[config.mk]
export PLATFORM = sky130hd
export DESIGN_NAME = prc_queue
export DESIGN_NICKNAME = d
export VERILOG_FILES = /design/src/hw/rtl/prc_pkg.sv /design/src/hw/rtl/prc_queue.sv
export SDC_FILE = /design/constraint.sdc
export NUM_CORES = 1
export LEC_CHECK = 0
export BUFFER_PORTS_ARGS = -buffer_cell sky130_fd_sc_hd__buf_2
export CAP_MARGIN = 20
export CORE_AREA = 8 8 264 266
export CTS_CLUSTER_DIAMETER = 120
export CTS_CLUSTER_SIZE = 16
export DETAILED_ROUTE_END_ITERATION = 10
export DIE_AREA = 0 0 272 274
export GPL_ROUTABILITY_DRIVEN = 0
export PLACE_DENSITY = 0.53
export SETUP_SLACK_MARGIN = 0.3
export SYNTH_ARGS = -nofsm -noshare
export SYNTH_HDL_FRONTEND = slang
export SYNTH_SLANG_ARGS = --single-unit
[constraint.sdc]
create_clock -name clk -period 23.4 [get_ports clk]
set_input_delay 1.17 -clock clk [delete_from_list [all_inputs] [get_ports clk]]
set_output_delay 1.17 -clock clk [all_outputs]
set_load 0.1 [all_outputs]
[src/hw/rtl/prc_pkg.sv]
// ----------------------------------------------------------------------------
// prc_pkg: shared types for the packet rule classifier
// Operation codes, the decoded command that crosses the queue, and the
// back-end state type.
// ----------------------------------------------------------------------------
package prc_pkg;

	localparam int ADDR_W   = 32;
	localparam int PORT_W   = 16;
	localparam int SLOT_W   = 6;
	localparam int PREFIX_W = 6;
	localparam int IN_W     = 224;
	localparam int OUT_W    = 8;

	typedef enum logic [1:0] {
		OP_LOOKUP = 2'd0,
		OP_INSERT = 2'd1,
		OP_REMOVE = 2'd2,
		OP_NOP    = 2'd3
	} op_t;

	// rule as stored; on lookup the same record carries the packet fields
	// (ports in the *_lo members)
	typedef struct packed {
		logic [31:0]       precedence;
		logic [31:0]       tunnel;
		logic [7:0]        protocol;
		logic [ADDR_W-1:0] src_addr;
		logic [ADDR_W-1:0] src_mask;
		logic [ADDR_W-1:0] dst_addr;
		logic [ADDR_W-1:0] dst_mask;
		logic [PORT_W-1:0] src_lo;
		logic [PORT_W-1:0] src_hi;
		logic [PORT_W-1:0] dst_lo;
		logic [PORT_W-1:0] dst_hi;
		logic              has_ports;
	} rule_t;

	typedef struct packed {
		op_t               kind;
		logic              slot_ok;
		logic [SLOT_W-1:0] slot;
		rule_t             body;
	} cmd_t;

	typedef enum logic {
		ST_IDLE = 1'b0,
		ST_SCAN = 1'b1
	} bst_t;

endpackage

[src/hw/rtl/prc_queue.sv]
// ----------------------------------------------------------------------------
// prc_queue: two-entry command queue
// Decouples the input stage from the table engine.
// ----------------------------------------------------------------------------
module prc_queue (
	input  logic          clk,
	input  logic          arst_n,
	input  logic          push,
	input  prc_pkg::cmd_t wr_cmd,
	output logic          full,
	input  logic          pop,
	output logic          empty,
	output prc_pkg::cmd_t head
);
	import prc_pkg::*;

	cmd_t       ent_q [2];
	logic       wp_q, rp_q;
	logic [1:0] cnt_q;

	assign full  = cnt_q == 2'd2;
	assign empty = cnt_q == 2'd0;
	assign head  = ent_q[rp_q];

	always_ff @(posedge clk or negedge arst_n) begin
		if (!arst_n) begin
			wp_q  <= 1'b0;
			rp_q  <= 1'b0;
			cnt_q <= 2'd0;
		end else begin
			if (push) wp_q <= ~wp_q;
			if (pop)  rp_q <= ~rp_q;
			if (push && !pop)      cnt_q <= cnt_q + 2'd1;
			else if (pop && !push) cnt_q <= cnt_q - 2'd1;
		end
	end

	always_ff @(posedge clk) begin
		if (push) ent_q[wp_q] <= wr_cmd;
	end

endmodule

==> results of run 1 <==
[cells by family after synthesis]
kind of cell,count (synthesis),share of synthesized area
flip-flops,552,0.822
multiplexers,274,0.157
buffers and inverters,32,0.0169
XOR/XNOR,5,0.00217
AND/OR/NAND/NOR,5,0.00130
adder cells (fa/ha/maj),1,0.000621
[registers in the layout, summed over array words and instances, names as in the netlist]
register,flops
cnt_q,2
wp_q,1
ent_q,548
rp_q,1
[area by class of cell]
class | count | area [um^2] | area share
sequential | 552 | 16600 | 0.667
multi-input combinational | 285 | 3250 | 0.131
timing repair buffer | 564 | 2860 | 0.115
tap | 864 | 1080 | 0.0435
clock buffer | 49 | 1060 | 0.0425
antenna | 8 | 20.0 | 0.000806
clock inverter | 1 | 8.76 | 0.000353
inverter | 1 | 3.75 | 0.000151
[layout by cell type (no fill, tap or decap), types with 2 or more instances in the layout]
cell,count
buf_2,553
edfxtp_1,548
mux2_2,253
clkbuf_16,41
mux2_4,20
buf_4,10
diode_2,8
clkbuf_1,8
xor2_1,4
dfrtp_1,3
nor2_1,2
[synthesized netlist by cell type (all sizes together)]
library cell	instances	share of area
nor2	2	0.00037
xnor2	1	0.00043
buf	31	0.017
ha	1	0.00062
and2	1	0.00031
edfxtp	548	0.82
inv	1	0.00019
dfrtp	4	0.0050
xor2	4	0.0017
nor2b	2	0.00062
mux2	274	0.16
[path summary, 6_finish.rpt]
kind | from | endpoint | slack, ps | depth (start not counted)
hold reg to reg | cnt_q[1]$_DFFE_PN0P_ | cnt_q[1]$_DFFE_PN0P_ | 500 | 1
setup reg to reg | wp_q$_DFFE_PN0P_ | ent_q[1][156]$_DFFE_PP_ | 20260 | 3
hold / removal | arst_n | rp_q$_DFFE_PN0P_ | 420 | 1
max in group asynchronous | arst_n | rp_q$_DFFE_PN0P_ | 22830 | 1
min in group clk | cnt_q[1]$_DFFE_PN0P_ | cnt_q[1]$_DFFE_PN0P_ | 500 | 1
setup / recovery | rp_q$_DFFE_PN0P_ | head[110] | 18340 | 4
[worst register-to-register path: stages (launching register included)]
cell and delay (ps):
dfrtp_1 420, and2_4 600, buf_4 740, buf_4 920
[per-layer routing]
metal | share of wire | vias up | global-route usage
li1 | - | 4604 | -
met1 | 0.37 | 5257 | 0.145
met2 | 0.54 | 324 | 0.241
met3 | 0.066 | 78 | 0.0360
met4 | 0.024 | 6 | 0.0418
met5 | 0.00066 | - | 0
[per-stage QoR]
step / hold slack (ps) / std cells / utilization / area [um^2] / setup WS, ps
after CTS: 366 / 2316 / 0.380 / 24800 / 18240
final: 421 / 2324 / 0.381 / 24800 / 18340
after global placement: 477 / 2266 / 0.364 / 23800 / 18990
after detailed placement: 505 / 2266 / 0.364 / 23800 / 18880
after global routing: 381 / 2322 / 0.381 / 24800 / 18080
after floorplan: 455 / 869 / - / 20100 / 9500
==> run_results.csv, run 1 <==
group,metric,value,unit
global_route,first_global_vias,11120,
sta,fmax,197,MHz
sta,hold_violations,0,
logic_synthesis,synthCells,869,
clocking,postCtsHoldBufs,0,
setup_path,cp-end-kind,"output pin",
logic_synthesis,netlist_area,0.0201,mm^2
floorplanning,initial_utilization,0.309,
setup_path,cpMostUsedCell,"buf_4",
logic_synthesis,synth_nets,1148,
detailed_routing,wirelength,51300,um
global_route,antenna_found_initial,13,
sta,timing.setup.tns,0,ps
detailed_routing,post_drt_wl_per_cell,22.1,um
clocking,clk_pin_slew,70,ps
clocking,ctsResizeCount,0,
setup_path,worstPathBufferInverterCount,3,
logic_synthesis,ys.warnings.count,0,
clocking,cts_max_level,2,
hold_path,hp-class,"in -> async",
sta,fin_skew,10.2,ps
setup_path,crit_required,22230,ps
setup_path,path_max_fanout,72,
final_layout,area_growth,23.4,%
global_route,gr-total-overflow,0,
global_route,grt_start_max_net_pins,141,
setup_path,critical_path.top_delay_family,"buffers and inverters",
floorplanning,die_h,274,um
setup_path,cp_data_arrival_time,3890,ps
sta,slew_violations,0,
global_route,track_usage,0.131,
logic_synthesis,ys_seq_elements,552,
logic_synthesis,ys_types,14,
sta,period_share,0.216,
sta,rsz0062_at_grt,"false",
detailed_routing,firstDrtPassIters,4,
setup_path,cpPeakStageDelay,880,ps
clocking,root_buffer,"clkbuf_16",
clocking,clk_path_buf_depth,3,
floorplanning,rows,94,
floorplanning,die_area,0.0745,mm^2
run,cap_violations,0,
place,io_buffers,553,
setup_path,worstSetupPathType,"reg -> out",
global_route,grt_pass1_wl,73700,um
sta,period_needed,5060,ps
floorplanning,core,0.0653,mm^2
floorplanning,ios,554,
final_layout,n_fill_cell,6135,
detailed_routing,ant_nets,0,
clocking,cts_tree,"built",
clocking,clock-sinks,552,
sta,finalSetupViolCount,0,
setup_path,cp-start-kind,"flop",
sta,maxSlewHeadroom,0.274,
sta,tightestPinTransition,1090,ps
final_layout,layout-drive-gt1-share,0.607,
detailed_routing,via_count,10269,
detailed_routing,drc_errors,0,
setup_path,cp_slowest_cell,"buf_4",
clocking,post_cts_buffers,0,
floorplanning,chipWidth,272,um
logic_synthesis,synth_seq_area_share,0.822,
final_layout,final_nets,1723,
clocking,insertion_delay,540,ps
detailed_routing,via_per_inst,4.42,
setup_path,path_cells,"buf_4 > buf_4 > mux2_2 > buf_2",
clocking,cts-buffers-inserted,40,
place,dp_hpwl,36700,um
run_status,status,"finished, final reports clean",
detailed_routing,drtIter0Drc,596,
logic_synthesis,syn_avg_cell_area,23.2,um^2
Power of run 1 is not shown: default switching activity piles up to over one toggle a cycle in this logic, so the estimate is an artifact.
==> run 2: changes to the inputs <==
--- a/config.mk
+++ b/config.mk
@@ -13,7 +13,7 @@
 export DETAILED_ROUTE_END_ITERATION = 10
 export DIE_AREA = 0 0 272 274
 export GPL_ROUTABILITY_DRIVEN = 0
-export PLACE_DENSITY = 0.53
+export PLACE_DENSITY = 0.55
 export SETUP_SLACK_MARGIN = 0.3
 export SYNTH_ARGS = -nofsm -noshare
 export SYNTH_HDL_FRONTEND = slang
==> constraint.sdc (replaced) <==
create_clock -name clk -period 4.3 [get_ports clk]
set_input_delay 0.215 -clock clk [delete_from_list [all_inputs] [get_ports clk]]
set_output_delay 0.215 -clock clk [all_outputs]
set_load 0.1 [all_outputs]
==> run 2 against run 1 <==
Via count grew 10%. Highest routed layer is now met4. Non-clock buffer count grew 288. Wire length grew 0.89%.
==> run_results.csv, run 2 (synthesis results as in run 1) <==
group,metric,value,unit
run_status,status,"finished, final reports clean",
global_route,first_global_vias,12648,
place,dpl_cell_area,0.0239,mm^2
sta,period_needed,2950,ps
final_layout,largest_reg_flops,548,
place,dp_hpwl,36200,um
floorplanning,ios,554,
sta,finalSetupViolCount,0,
clocking,ctsResizeCount,0,
detailed_routing,ant_nets,0,
setup_path,cp-start-kind,"flop",
floorplanning,die_h,274,um
clocking,clk_pin_slew,70,ps
sta,fin_skew,10.6,ps
clocking,cts_max_level,2,
final_layout,stdcell_count,2605,
clocking,cts-buffers-inserted,40,
final_layout,final_cell_mix,"buf_2 (553), edfxtp_1 (548), dlygate4sd3_1 (278)",
sta,maxSlewHeadroom,0.389,
global_route,grt_start_max_net_pins,109,
place,dp.cells,2276,
floorplanning,die_area,0.0745,mm^2
final_layout,layout-drive-gt1-share,0.513,
final_layout,top_regs,"ent_q: 548 flops, cnt_q: 2 flops",
setup_path,path_max_fanout,54,
floorplanning,chipWidth,272,um
final_layout,final_nets,2011,
setup_path,crit_required,4090,ps
clocking,post_cts_buffers,0,
place,io_buffers,553,
setup_path,cp_slowest_cell,"dfrtp_4",
sta,period_share,0.685,
setup_path,cp_data_arrival_time,2730,ps
global_route,antenna_found_initial,1,
sta,rsz0062_at_grt,"false",
clocking,insertion_delay,560,ps
detailed_routing,wirelength,51800,um
final_layout,design_area,0.0278,mm^2
clocking,root_buffer,"clkbuf_16",
final_layout,top_register,"ent_q",
setup_path,path_cells,"buf_12 > mux2_2 > buf_2",
global_route,track_usage,0.133,
global_route,gr-total-overflow,0,
final_layout,final_common_cell,"buf_2",
global_route,grt_pass1_wl,76900,um
hold_path,hp-class,"in -> reg",
clocking,clk_path_buf_depth,3,
sta,fmax,339,MHz
floorplanning,core,0.0653,mm^2
run,cap_violations,0,
clocking,clock-sinks,552,
sta,hold_violations,0,
setup_path,worstSetupPathType,"reg -> out",
final_layout,fin_util,0.426,
detailed_routing,drtIter0Drc,593,
detailed_routing,via_count,11310,
sta,tightestPinTransition,917,ps
final_layout,area_growth,38.0,%
setup_path,cp-end-kind,"output pin",
sta,slew_violations,0,
clocking,cts_tree,"built",
detailed_routing,post_drt_wl_per_cell,19.9,um
detailed_routing,firstDrtPassIters,4,
floorplanning,initial_utilization,0.309,
floorplanning,rows,94,
detailed_routing,via_per_inst,4.34,
detailed_routing,drc_errors,0,
setup_path,cpPeakStageDelay,1020,ps
==> run 2: cell types whose count changed in the layout (fill, tap and decap cells not counted), sizes merged <==
cell,before,now
dlygate4sd3,0,278
diode,8,1
buf,564,574
==> run 2: path summary, 6_finish.rpt <==
check | startpoint | endpoint | slack (ps) | cells after the start
worst min register to register | cnt_q[1]$_DFFE_PN0P_ | cnt_q[1]$_DFFE_PN0P_ | 510 | 1
worst min-delay path | wr_cmd[172] | ent_q[1][172]$_DFFE_PP_ | 380 | 2
max in group asynchronous | arst_n | rp_q$_DFFE_PN0P_ | 3480 | 3
worst max-delay path | rp_q$_DFFE_PN0P_ | head[139] | 1350 | 3
min in group asynchronous | arst_n | rp_q$_DFFE_PN0P_ | 620 | 3
worst max register to register | wp_q$_DFFE_PN0P_ | ent_q[1][69]$_DFFE_PP_ | 2180 | 2
==> run 2: layout make-up <==
| cell class | instances | area (um^2) |
|---|---|---|
| Inverter | 1 | 3.75 |
| Clock buffer | 49 | 1060 |
| Sequential cell | 552 | 16600 |
| Antenna cell | 1 | 2.50 |
| Timing Repair Buffer | 852 | 5820 |
| Fill cell | 5872 | 37500 |
| Multi-Input combinational cell | 285 | 3250 |
| Clock inverter | 1 | 8.76 |
| Tap cell | 864 | 1080 |
==> run 2: layer usage <==
layer | vias up | global-route usage | share of wire
li1 | 5172 | - | -
met1 | 5701 | 0.145 | 0.37
met2 | 334 | 0.246 | 0.54
met3 | 103 | 0.0334 | 0.056
met4 | 0 | 0.0534 | 0.037
met5 | - | 0 | 0
==> run 2: timing repair <==
| action | 4_1_cts | 5_1_grt |
|---|---|---|
| hold buffers | 278 | 0 |
| hold endpoints to repair | 554 | 0 |
| setup endpoints to repair | 0 | 0 |
==> run 2: critical path: cells and delay by family (launching register included) <==
family / cells / cell delay (ps)
mux: 1 / 410
flops: 1 / 1020
buf+inv: 2 / 690
==> run 2: through the flow <==
step / worst slack (ps) / hold slack [ps] / setup TNS [ps]
6_report: 1350 / 379 / 0
5_1_grt: 1180 / 348 / 0
4_1_cts: 1250 / 323 / 0
3_5_place_dp: 1890 / 30.1 / 0
3_3_place_gp: 1890 / 28.2 / 0
2_1_floorplan: -613 / -80.6 / -167990
Power of run 2 is left out for the same reason.
