`src/hw/rtl/prc_pkg.sv`:
```
// ----------------------------------------------------------------------------
// prc_pkg: shared types for the packet rule classifier
// Operation codes, the decoded command that crosses the queue, and the
// back-end state type.
// ----------------------------------------------------------------------------
package prc_pkg;

	localparam int ADDR_W   = 32;
	localparam int PORT_W   = 16;
	localparam int SLOT_W   = 6;
	localparam int PREFIX_W = 6;
	localparam int IN_W     = 224;
	localparam int OUT_W    = 8;

	typedef enum logic [1:0] {
		OP_LOOKUP = 2'd0,
		OP_INSERT = 2'd1,
		OP_REMOVE = 2'd2,
		OP_NOP    = 2'd3
	} op_t;

	// rule as stored; on lookup the same record carries the packet fields
	// (ports in the *_lo members)
	typedef struct packed {
		logic [31:0]       precedence;
		logic [31:0]       tunnel;
		logic [7:0]        protocol;
		logic [ADDR_W-1:0] src_addr;
		logic [ADDR_W-1:0] src_mask;
		logic [ADDR_W-1:0] dst_addr;
		logic [ADDR_W-1:0] dst_mask;
		logic [PORT_W-1:0] src_lo;
		logic [PORT_W-1:0] src_hi;
		logic [PORT_W-1:0] dst_lo;
		logic [PORT_W-1:0] dst_hi;
		logic              has_ports;
	} rule_t;

	typedef struct packed {
		op_t               kind;
		logic              slot_ok;
		logic [SLOT_W-1:0] slot;
		rule_t             body;
	} cmd_t;

	typedef enum logic {
		ST_IDLE = 1'b0,
		ST_SCAN = 1'b1
	} bst_t;

endpackage

```
`src/hw/rtl/prc_front.sv`:
```
// ----------------------------------------------------------------------------
// prc_front: input stage
// Takes items, decodes the op, turns prefixes into masks, orders port
// ranges and holds the command until the queue has room.
// ----------------------------------------------------------------------------
module prc_front #(
	parameter int RULES = 64
) (
	input  logic                          clk,
	input  logic                          arst_n,
	input  logic                          s_tvalid,
	output logic                          s_tready,
	input  logic [prc_pkg::IN_W-1:0]      s_tdata,
	output logic                          push,
	output prc_pkg::cmd_t                 cmd,
	input  logic                          q_full
);
	import prc_pkg::*;

	logic        v_s1;
	cmd_t        cmd_s1;
	cmd_t        dec;
	logic [15:0] sp_a, sp_b, dp_a, dp_b;

	function automatic logic [ADDR_W-1:0] mask_of(input logic [PREFIX_W-1:0] len);
		logic [ADDR_W-1:0] m;
		if (len >= PREFIX_W'(ADDR_W)) m = '1;
		else m = ~({ADDR_W{1'b1}} >> len);
		return m;
	endfunction

	assign sp_a = s_tdata[171:156];
	assign sp_b = s_tdata[187:172];
	assign dp_a = s_tdata[203:188];
	assign dp_b = s_tdata[219:204];

	always_comb begin
		dec                = '0;
		dec.kind           = op_t'(s_tdata[1:0]);
		dec.slot           = s_tdata[7:2];
		dec.slot_ok        = 32'(s_tdata[7:2]) < 32'(RULES);
		dec.body.precedence = s_tdata[39:8];
		dec.body.tunnel    = s_tdata[71:40];
		dec.body.protocol  = s_tdata[79:72];
		dec.body.src_addr  = s_tdata[111:80];
		dec.body.src_mask  = mask_of(s_tdata[117:112]);
		dec.body.dst_addr  = s_tdata[149:118];
		dec.body.dst_mask  = mask_of(s_tdata[155:150]);
		dec.body.has_ports = s_tdata[220];
		// swapped ranges are stored in order; a lookup keeps its port in _lo
		if (sp_a > sp_b && dec.kind == OP_INSERT) begin
			dec.body.src_lo = sp_b;
			dec.body.src_hi = sp_a;
		end else begin
			dec.body.src_lo = sp_a;
			dec.body.src_hi = sp_b;
		end
		if (dp_a > dp_b && dec.kind == OP_INSERT) begin
			dec.body.dst_lo = dp_b;
			dec.body.dst_hi = dp_a;
		end else begin
			dec.body.dst_lo = dp_a;
			dec.body.dst_hi = dp_b;
		end
	end

	assign push     = v_s1 && !q_full;
	assign s_tready = !v_s1 || !q_full;
	assign cmd      = cmd_s1;

	always_ff @(posedge clk or negedge arst_n) begin
		if (!arst_n) begin
			v_s1 <= 1'b0;
		end else if (s_tready) begin
			v_s1 <= s_tvalid;
		end
	end

	always_ff @(posedge clk) begin
		if (s_tready && s_tvalid) begin
			cmd_s1 <= dec;
		end
	end

endmodule

```
`config.mk`:
```
export PLATFORM = sky130hd
export DESIGN_NAME = prc_front
export DESIGN_NICKNAME = d
export VERILOG_FILES = /design/src/hw/rtl/prc_pkg.sv /design/src/hw/rtl/prc_front.sv
export SDC_FILE = /design/constraint.sdc
export NUM_CORES = 1
export LEC_CHECK = 0
export ABC_AREA = 1
export BUFFER_PORTS_ARGS = -buffer_cell sky130_fd_sc_hd__buf_2
export CORE_AREA = 3 3 194 196
export DETAILED_ROUTE_END_ITERATION = 7
export DIE_AREA = 0 0 197 199
export PLACE_DENSITY_LB_ADDON = 0.05
export REMOVE_ABC_BUFFERS = 1
export SYNTH_ARGS = -nofsm -noshare
export SYNTH_HDL_FRONTEND = slang
export SYNTH_SLANG_ARGS = --single-unit
```
`constraint.sdc`:
```
create_clock -name clk -period 26.7 [get_ports clk]
set_input_delay 1.335 -clock clk [delete_from_list [all_inputs] [get_ports clk]]
set_output_delay 1.335 -clock clk [all_outputs]
set_load 0.005 [all_outputs]
```
==> metrics.txt, run 1 <==
outcome completed; overflow left after global routing 0; 1st-pass router iterations 5; crit path buf inv count 2; via/cell ratio 4.29; largest cells by area after synthesis edfxtp_1, nand2_1, ha_1; CTS max path bufs 3; IO Pins 504; Min Clock Period, post-route 3.08 ns; largest net degree at the start of global routing 171; Multi-input gate area about 2000 sq um; Post-synth ARST share 0.365%; register area 8220 sq um; Max Slew Vio Count 0; Routed wire per std cell 18.1 um; commonest non-fill, non-tap cell in the layout buf_2; core area 36300 sq um; Critical Path AT 3.25 ns; cells after synthesis ~770; nets 1538; CTS buffer count 31; Post-Route WL roughly 32 mm; CP Cell Sequence buf_2 -> a21oi_4 -> buf_4; Power, Total around 1 mW; GR Util All Layers between 10% and 20%; Main synth FF type edfxtp_1; layout cells sized above 1 42.4%; clock latency on the worst-skew pair about 0.57 ns; DRT iter0 DRCs 373; CP top delay family buffers and inverters; Ys Warns 0; Worst Hold Class in2async; crit-path max FO 74; worst endpoint required time ~27 ns; Max-Cap Viols 0; Die Span Y between 150 and 200 um; first-pass GRT wire length 45.7 mm; mean area per synthesized cell 13.8 sq um; vias in the first global route between 7000 and 8000; synthesized area 10600 sq um; CP max stage cell buf_4; peak supply drop 0.0516 mV; final hold vios 0; RSZ-0062 raised after global routing false; Reg-to-Reg End cmd[251]; Setup crit end kind flip-flop; crit path launch type primary input; Worst R2R Path Depth 2; CTS Hold Bufs 0; relative slew slack 30.9%; most frequent cells in the layout buf_2, edfxtp_1, nand2_1, inv_1, nand3_1; Rows 70; hpwl dp 24.3 mm; Routability Congestion 0.738; Seq cells post-synth 274; Static Leak 6.46 nW; Setup Skew 0.0122 ns; EDFF count, synth 273; clock sinks 274; setup violators final 0; root buffer cell clkbuf_16; Least-Margin Pin Slew 1.03 ns; PortBufs 499; WS Path Type in2reg; Worst-path clk slew 0.06 ns; initial antenna violation count 14; CTS tree built; Initial Util 29.2%; fin crit share a little under an eighth; Layout area overhead 37.1%; # fillers between 3000 and 4000; Detail Route Antenna Nets 0; H-Tree Depth 1; Max Fclk 325 MHz; reg2reg start v_s1; Yosys cell types 19; Worst R2R Setup Slack 24.08 ns; total number of vias 7611; Die Area a little under 40000 sq um; cts repair resizes 0; postcts setup bufs 0; PD cells 69.0 nW/um^2; Setup TNS 0 ns; # DRC 0; largest area contributor in the netlist edfxtp_1; post-synth top area share 77.4%; post-synthesis sequential area ratio 77.6%; final core occ 40.1%; die width between 150 and 200 um; max incr delay on CP 0.86 ns
kinds of logic (layout without fill, tap and decap cells):
logic type	Yosys count	in the layout	synth area share (%)
AND/OR/NAND/NOR	314	314	12.2
flip-flops	274	274	77.6
other	1	6	0.0354
adder cells (fa/ha/maj)	32	32	3.78
AO/OA/AOI/OAI	49	49	2.36
buffers and inverters	96	630	4.00
sequential cells by signal (all words and copies together) (netlist names):
register  flops
cmd         273
v_s1          1
Yosys cell counts, drive strengths merged (2+ instances only):
| master | instances |
|---|---|
| a21o | 2 |
| inv | 71 |
| clkbuf | 6 |
| nor2 | 33 |
| nand4 | 2 |
| a21oi | 17 |
| o21ai | 30 |
| nand2 | 209 |
| nand3 | 70 |
| edfxtp | 273 |
| buf | 19 |
| ha | 32 |
per-layer routing:
layer	wire length, um	GRT usage, %
met3	3470	6.89
met4	874	5.02
met5	52	0
met1	11600	16.5
met2	16100	27.2
stage by stage:
stage / cells / hold WS [ns] / worst slack (ns) / instance area (sq um)
floorplan: 741 / 0.501 / 11.24 / 10400
global placement: 1713 / 0.552 / 23.00 / 13600
detailed placement: 1713 / 0.566 / 23.00 / 13600
CTS: 1768 / 0.504 / 23.62 / 14500
global route: 1771 / 0.506 / 23.45 / 14500
finish: 1773 / 0.540 / 23.62 / 14500
cell type report:
class	count	share of cell area, %
Clock inverter	15	0.835
Sequential cell	274	56.6
Multi-Input combinational cell	396	13.5
Inverter	71	1.83
Clock buffer	40	5.57
Timing Repair Buffer	504	17.5
Antenna cell	5	0.0861
Tap cell	468	4.03
worst max-delay path by stage:
stage	start	to	slack [ns]	depth (start not counted)
after global placement	q_full	cmd[254]	23.00	3
after detailed placement	q_full	cmd[10]	23.00	3
after floorplan	s_tvalid	cmd[0]	11.24	2
after global routing	s_tdata[217]	cmd[32]	23.45	12
after CTS	q_full	cmd[227]	23.62	3
final	q_full	cmd[251]	23.62	3
power by group:
part,switching [mW],total [mW],internal [mW]
logic,0.0582,0.0959,0.0377
clock network,0.166,0.397,0.231
registers,0.00506,0.509,0.504
total,0.230,1.00,0.773
Power figures use the tool's default switching activity.
==> run 2: changes to the inputs <==
- CORE_AREA: 3 3 194 196 -> 3 3 197 199
- DIE_AREA: 0 0 197 199 -> 0 0 200 202
- clock period: 26.7 -> 3.05 ns (I/O delays scaled with it)
==> metrics.txt, run 2 (synthesis results as in run 1) <==
core area 37400 sq um (+3.1%); flip-flop count of the largest register after layout 273 (unchanged); H-Tree Depth 2 (+1); Die Span Y 202 um (+1.5%); final hold vios 0 (unchanged); post-route design area 17300 sq um (+19%); minimum hold slack 0.0687 ns (-0.471 ns); Worst R2R Setup Slack 1.30 ns (-22.78 ns); PortBufs 499 (unchanged); peak supply drop 0.364 mV (+610%); RSZ-0062 raised after global routing false; die width 200 um (+1.5%); Layout area overhead 63.0%; Initial Util 28.3% (-0.89 points); Critical Path AT 3.05 ns (-0.20 ns); crit path launch type primary input; Max-Cap Viols 0 (unchanged); worst endpoint required time 3.31 ns (-23.57 ns); Rows 71 (+1.4%); Setup crit end kind flip-flop; Setup TNS 0 ns (unchanged); postcts setup bufs 0 (unchanged); via/cell ratio 4.15 (-3.3%); DRT iter0 DRCs 374 (+0.27%); initial antenna violation count 1 (-13); crit-path max FO 32 (-57%); CTS max path bufs 3 (unchanged); Worst Hold Class in2reg; relative slew slack 45.3% (+14 points); most frequent cells in the layout buf_2, edfxtp_1, dlygate4sd3_1, nand2_1, inv_1; Power, Total 9.32 mW (+830%); Max Fclk around 360 MHz; outcome completed; layout cells sized above 1 36.0% (-6.4 points); overflow left after global routing 0 (unchanged); Static Leak 7.60 nW (+18%); Routability Congestion 0.727 (-1.5%); Min Clock Period, post-route 2.79 ns; Max Slew Vio Count 0 (unchanged); root buffer cell clkbuf_16; Die Area 40400 sq um (+3.1%); Worst R2R Path Depth 2 (unchanged); Least-Margin Pin Slew 0.821 ns (-0.214 ns); largest net degree at the start of global routing 139 (-19%); placed cell areas 13700 sq um (+0.71%); WS Path Type in2reg; Post-Route WL 34.6 mm (+7.9%); Antenna diodes 0 (-5); commonest non-fill, non-tap cell in the layout buf_2; 1st-pass router iterations 4 (-1); total number of vias 8620 (+13%); vias in the first global route 8886 (+18%); dpl cells 1760 (+2.7%); Detail Route Antenna Nets 0 (unchanged); PD cells 540 nW/um^2 (+680%); # DRC 0 (unchanged); CTS buffer count 34 (+9.7%); first-pass GRT wire length 50.9 mm (+11%); Worst-path clk slew 0.06 ns (about the same); crit path from s_tdata[171]; Reg-to-Reg End cmd[7]; CTS tree built; clock latency on the worst-skew pair 0.53 ns (-0.04 ns); Routed wire per std cell 16.7 um (-7.8%); setup violators final 0 (unchanged); Cell Count, Final, Fillers Out 2076 (+17%); reg2reg start v_s1; nets 1802 (+17%); fin crit share 91.6%; GR Util All Layers 16.5% (+1.1 points); hpwl dp 25.1 mm (+3.1%); Critical Path Sink cmd[39]; Setup Skew 0.0142 ns (+0.00206 ns); IO Pins 504 (unchanged); # fillers 3565 (-2.1%); clock sinks 274 (unchanged)
==> run 2: worst min-delay path by stage <==
stage | from | slack (ns) | depth (start not counted) | to
floorplan | arst_n | -0.14 | 0 | v_s1
global placement | arst_n | -0.07 | 1 | v_s1
detailed placement | arst_n | -0.07 | 1 | v_s1
CTS | s_tdata[152] | 0.03 | 3 | cmd[95]
global route | s_tdata[152] | 0.06 | 3 | cmd[85]
finish | s_tdata[152] | 0.07 | 3 | cmd[85]
==> run 2: timing repair <==
item	in CTS	in global routing
resized for setup	0	1
endpoints found under the setup margin	0	16
hold buffers	257	0
endpoints found under the hold margin	227	0
==> run 2: final cells by class <==
class / instances / area, sq um / share of cell area (%)
multi-input cells: 396 / 1970 / 11.4
clock buffers: 43 / 906 / 5.24
repair buffers: 765 / 5160 / 29.9
flip-flops and latches: 274 / 8220 / 47.6
well taps: 511 / 639 / 3.70
inverters: 71 / 267 / 1.54
clock inverters: 16 / 108 / 0.623
==> run 2: layer usage <==
layer  routed length (um)  global-route usage, %
met1                12500                   17.4
met2                17800                   30.0
met3                 3410                   6.93
met4                  784                   4.69
met5                   17                      0
==> run 2: worst max-delay path, stage by stage <==
cell           delay, ns
dlygate4sd3_1       0.55
buf_2               0.14
ha_1                0.30
nand2_1             0.08
nor2_1              0.06
nand2_1             0.07
nor2_1              0.07
nor2_4              0.29
buf_4               0.32
nand2_4             0.25
nand2_1             0.13
nand2_1             0.06
dlygate4sd3_1       0.56
==> run 2: power breakdown <==
| part | internal, mW | leakage (nW) | switching, mW | total [mW] |
|---|---|---|---|---|
| registers | 4.41 | 2.56 | 0.0460 | 4.46 |
| logic | 0.572 | 4.54 | 0.576 | 1.15 |
| clock network | 2.19 | 0.503 | 1.53 | 3.71 |
==> run 2: metrics by stage <==
stage                     setup slack [ns]  utilization, %
after floorplan                     -11.44               -
after global placement               0.576            36.6
after detailed placement             0.602            36.6
after CTS                           0.0570            46.2
after global routing                0.0171            46.2
final                                0.256            46.2
==> run 3: changes to the inputs <==
- PLACE_DENSITY_LB_ADDON: 0.05 -> 0.1
==> metrics.txt, run 3 (synthesis results as in run 1) <==
Setup Skew 0.00969 ns (-0.00455 ns); PortBufs 499 (unchanged); Least-Margin Pin Slew 0.567 ns (-0.254 ns); crit-path max FO 32 (unchanged); root buffer cell clkbuf_16; Setup TNS 0 ns (unchanged); die width 200 um (unchanged); Routability Congestion 0.783 (+7.7%); Critical Path AT 2.91 ns (-0.14 ns); Layout area overhead 64.7%; hpwl dp 24.6 mm (-2.0%); Power, Total 9.73 mW (+4.4%); CTS max path bufs 3 (unchanged); WS Path Type in2reg; nets 1805 (+0.17%); peak supply drop 0.414 mV (+14%); postcts setup bufs 0 (unchanged); vias in the first global route 8990 (+1.2%); Max Slew Vio Count 0 (unchanged); crit path launch type primary input; Routed wire per std cell 16.4 um (-1.6%); commonest non-fill, non-tap cell in the layout buf_2; largest net degree at the start of global routing 77 (-45%); Die Area 40400 sq um (unchanged); RSZ-0062 raised after global routing false; Initial Util 28.3% (unchanged); fin crit share 86.4% (-5.2 points); via/cell ratio 4.14 (-0.27%); GR Util All Layers 16.4% (-0.094 points); # DRC 0 (unchanged); Worst-path clk slew 0.05 ns (about the same); Setup crit end kind flip-flop; core area 37400 sq um (unchanged); flip-flop count of the largest register after layout 273 (unchanged); gr busiest metal met2; IO Pins 504 (unchanged); Static Leak 7.67 nW (+0.90%); # fillers 3469 (-2.7%); total number of vias 8646 (+0.30%); overflow left after global routing 0 (unchanged); outcome completed; H-Tree Depth 2 (unchanged); worst endpoint required time 3.32 ns (about the same); first-pass GRT wire length 51.0 mm (+0.26%); minimum hold slack 0.0515 ns (-0.0172 ns); GR Util met2 29.0% (-0.93 points); clock latency on the worst-skew pair 0.53 ns (about the same); setup violators final 0 (unchanged); Min Clock Period, post-route 2.64 ns (-0.159 ns); DRT iter0 DRCs 450 (+20%); CTS buffer count 34 (unchanged); routing usage on met3 6.27% (-0.67 points); final hold vios 0 (unchanged); Die Span Y 202 um (unchanged); initial antenna violation count 9 (+8); relative slew slack 62.1% (+17 points); Post-Route WL 34.2 mm (-1.0%); CTS tree built; clock sinks 274 (unchanged); Rows 71 (unchanged); PD cells 558 nW/um^2 (+3.3%); Max Fclk 379 MHz (+6.0%); most frequent cells in the layout buf_2, edfxtp_1, dlygate4sd3_1, nand2_1, inv_1; Max-Cap Viols 0 (unchanged); Worst Hold Class in2reg; 1st-pass router iterations 4 (unchanged); GR Util met1 17.8% (+0.37 points); Detail Route Antenna Nets 0 (unchanged); layout cells sized above 1 36.4% (+0.38 points)
==> run 3: cell types whose count changed in the layout (fill, tap and decap cells not counted), sizes merged <==
cell and delta:
inv -1, clkinvlp +2, diode +9, dlygate4sd3 -2, buf +5, bufinv +4, clkbuf -2, clkinv -3
==> run 3: final cells by class <==
| cell class | instances | area (sq um) | share of cell area [%] |
|---|---|---|---|
| Timing Repair Buffer | 768 | 5200 | 29.8 |
| Tap cell | 511 | 639 | 3.66 |
| Antenna cell | 9 | 22.5 | 0.129 |
| Multi-Input combinational cell | 396 | 1960 | 11.2 |
| Clock buffer | 41 | 898 | 5.15 |
| Inverter | 71 | 267 | 1.53 |
| Sequential cell | 274 | 8220 | 47.1 |
| Clock inverter | 18 | 241 | 1.38 |
==> run 3: worst paths after layout <==
| path | start | to | slack [ns] | depth (start not counted) |
|---|---|---|---|---|
| worst max register to register | v_s1 | cmd[34] | 1.25 | 2 |
| worst min-delay path | s_tdata[153] | cmd[86] | 0.05 | 3 |
| worst max-delay path | s_tdata[199] | cmd[32] | 0.41 | 12 |
| max in group asynchronous | arst_n | v_s1 | 2.47 | 3 |
| worst min register to register | v_s1 | cmd[84] | 0.77 | 1 |
| min in group asynchronous | arst_n | v_s1 | 0.48 | 3 |
==> run 3: where the power goes <==
group          leakage (nW)  internal (mW)  switching [mW]  total, mW
Combinational          4.56          0.580           0.574       1.15
Sequential             2.56           4.41          0.0474       4.46
Clock                 0.548           2.53            1.59       4.12
==> run 3: what timing repair did <==
action,in CTS,in global routing
endpoints found under the hold margin,224,0
hold buffers,255,0
resized for setup,0,0
==> run 3: through the flow <==
step	cells	instance area [sq um]	setup WS, ns	utilization, %
after floorplan	741	10400	-11.44	-
after global placement	1765	13700	1.01	36.7
after detailed placement	1765	13700	0.977	36.7
after CTS	2079	17400	0.456	46.6
after global routing	2087	17500	0.197	46.7
final	2088	17500	0.415	46.7
==> run 3: layer usage <==
metal,vias up,part of all wire [%]
met1,4008,37
met5,-,0.032
li1,4240,-
met3,57,10
met2,339,50
met4,2,2.8
==> run 3: critical path: stages <==
cell           delay, ns
dlygate4sd3_1       0.55
buf_2               0.15
ha_1                0.32
nand2_1             0.07
nor2_1              0.05
nand2_1             0.09
nor2_1              0.06
nor2_2              0.39
nand2_4             0.33
nand2_1             0.13
nand2_1             0.06
dlygate4sd3_1       0.56
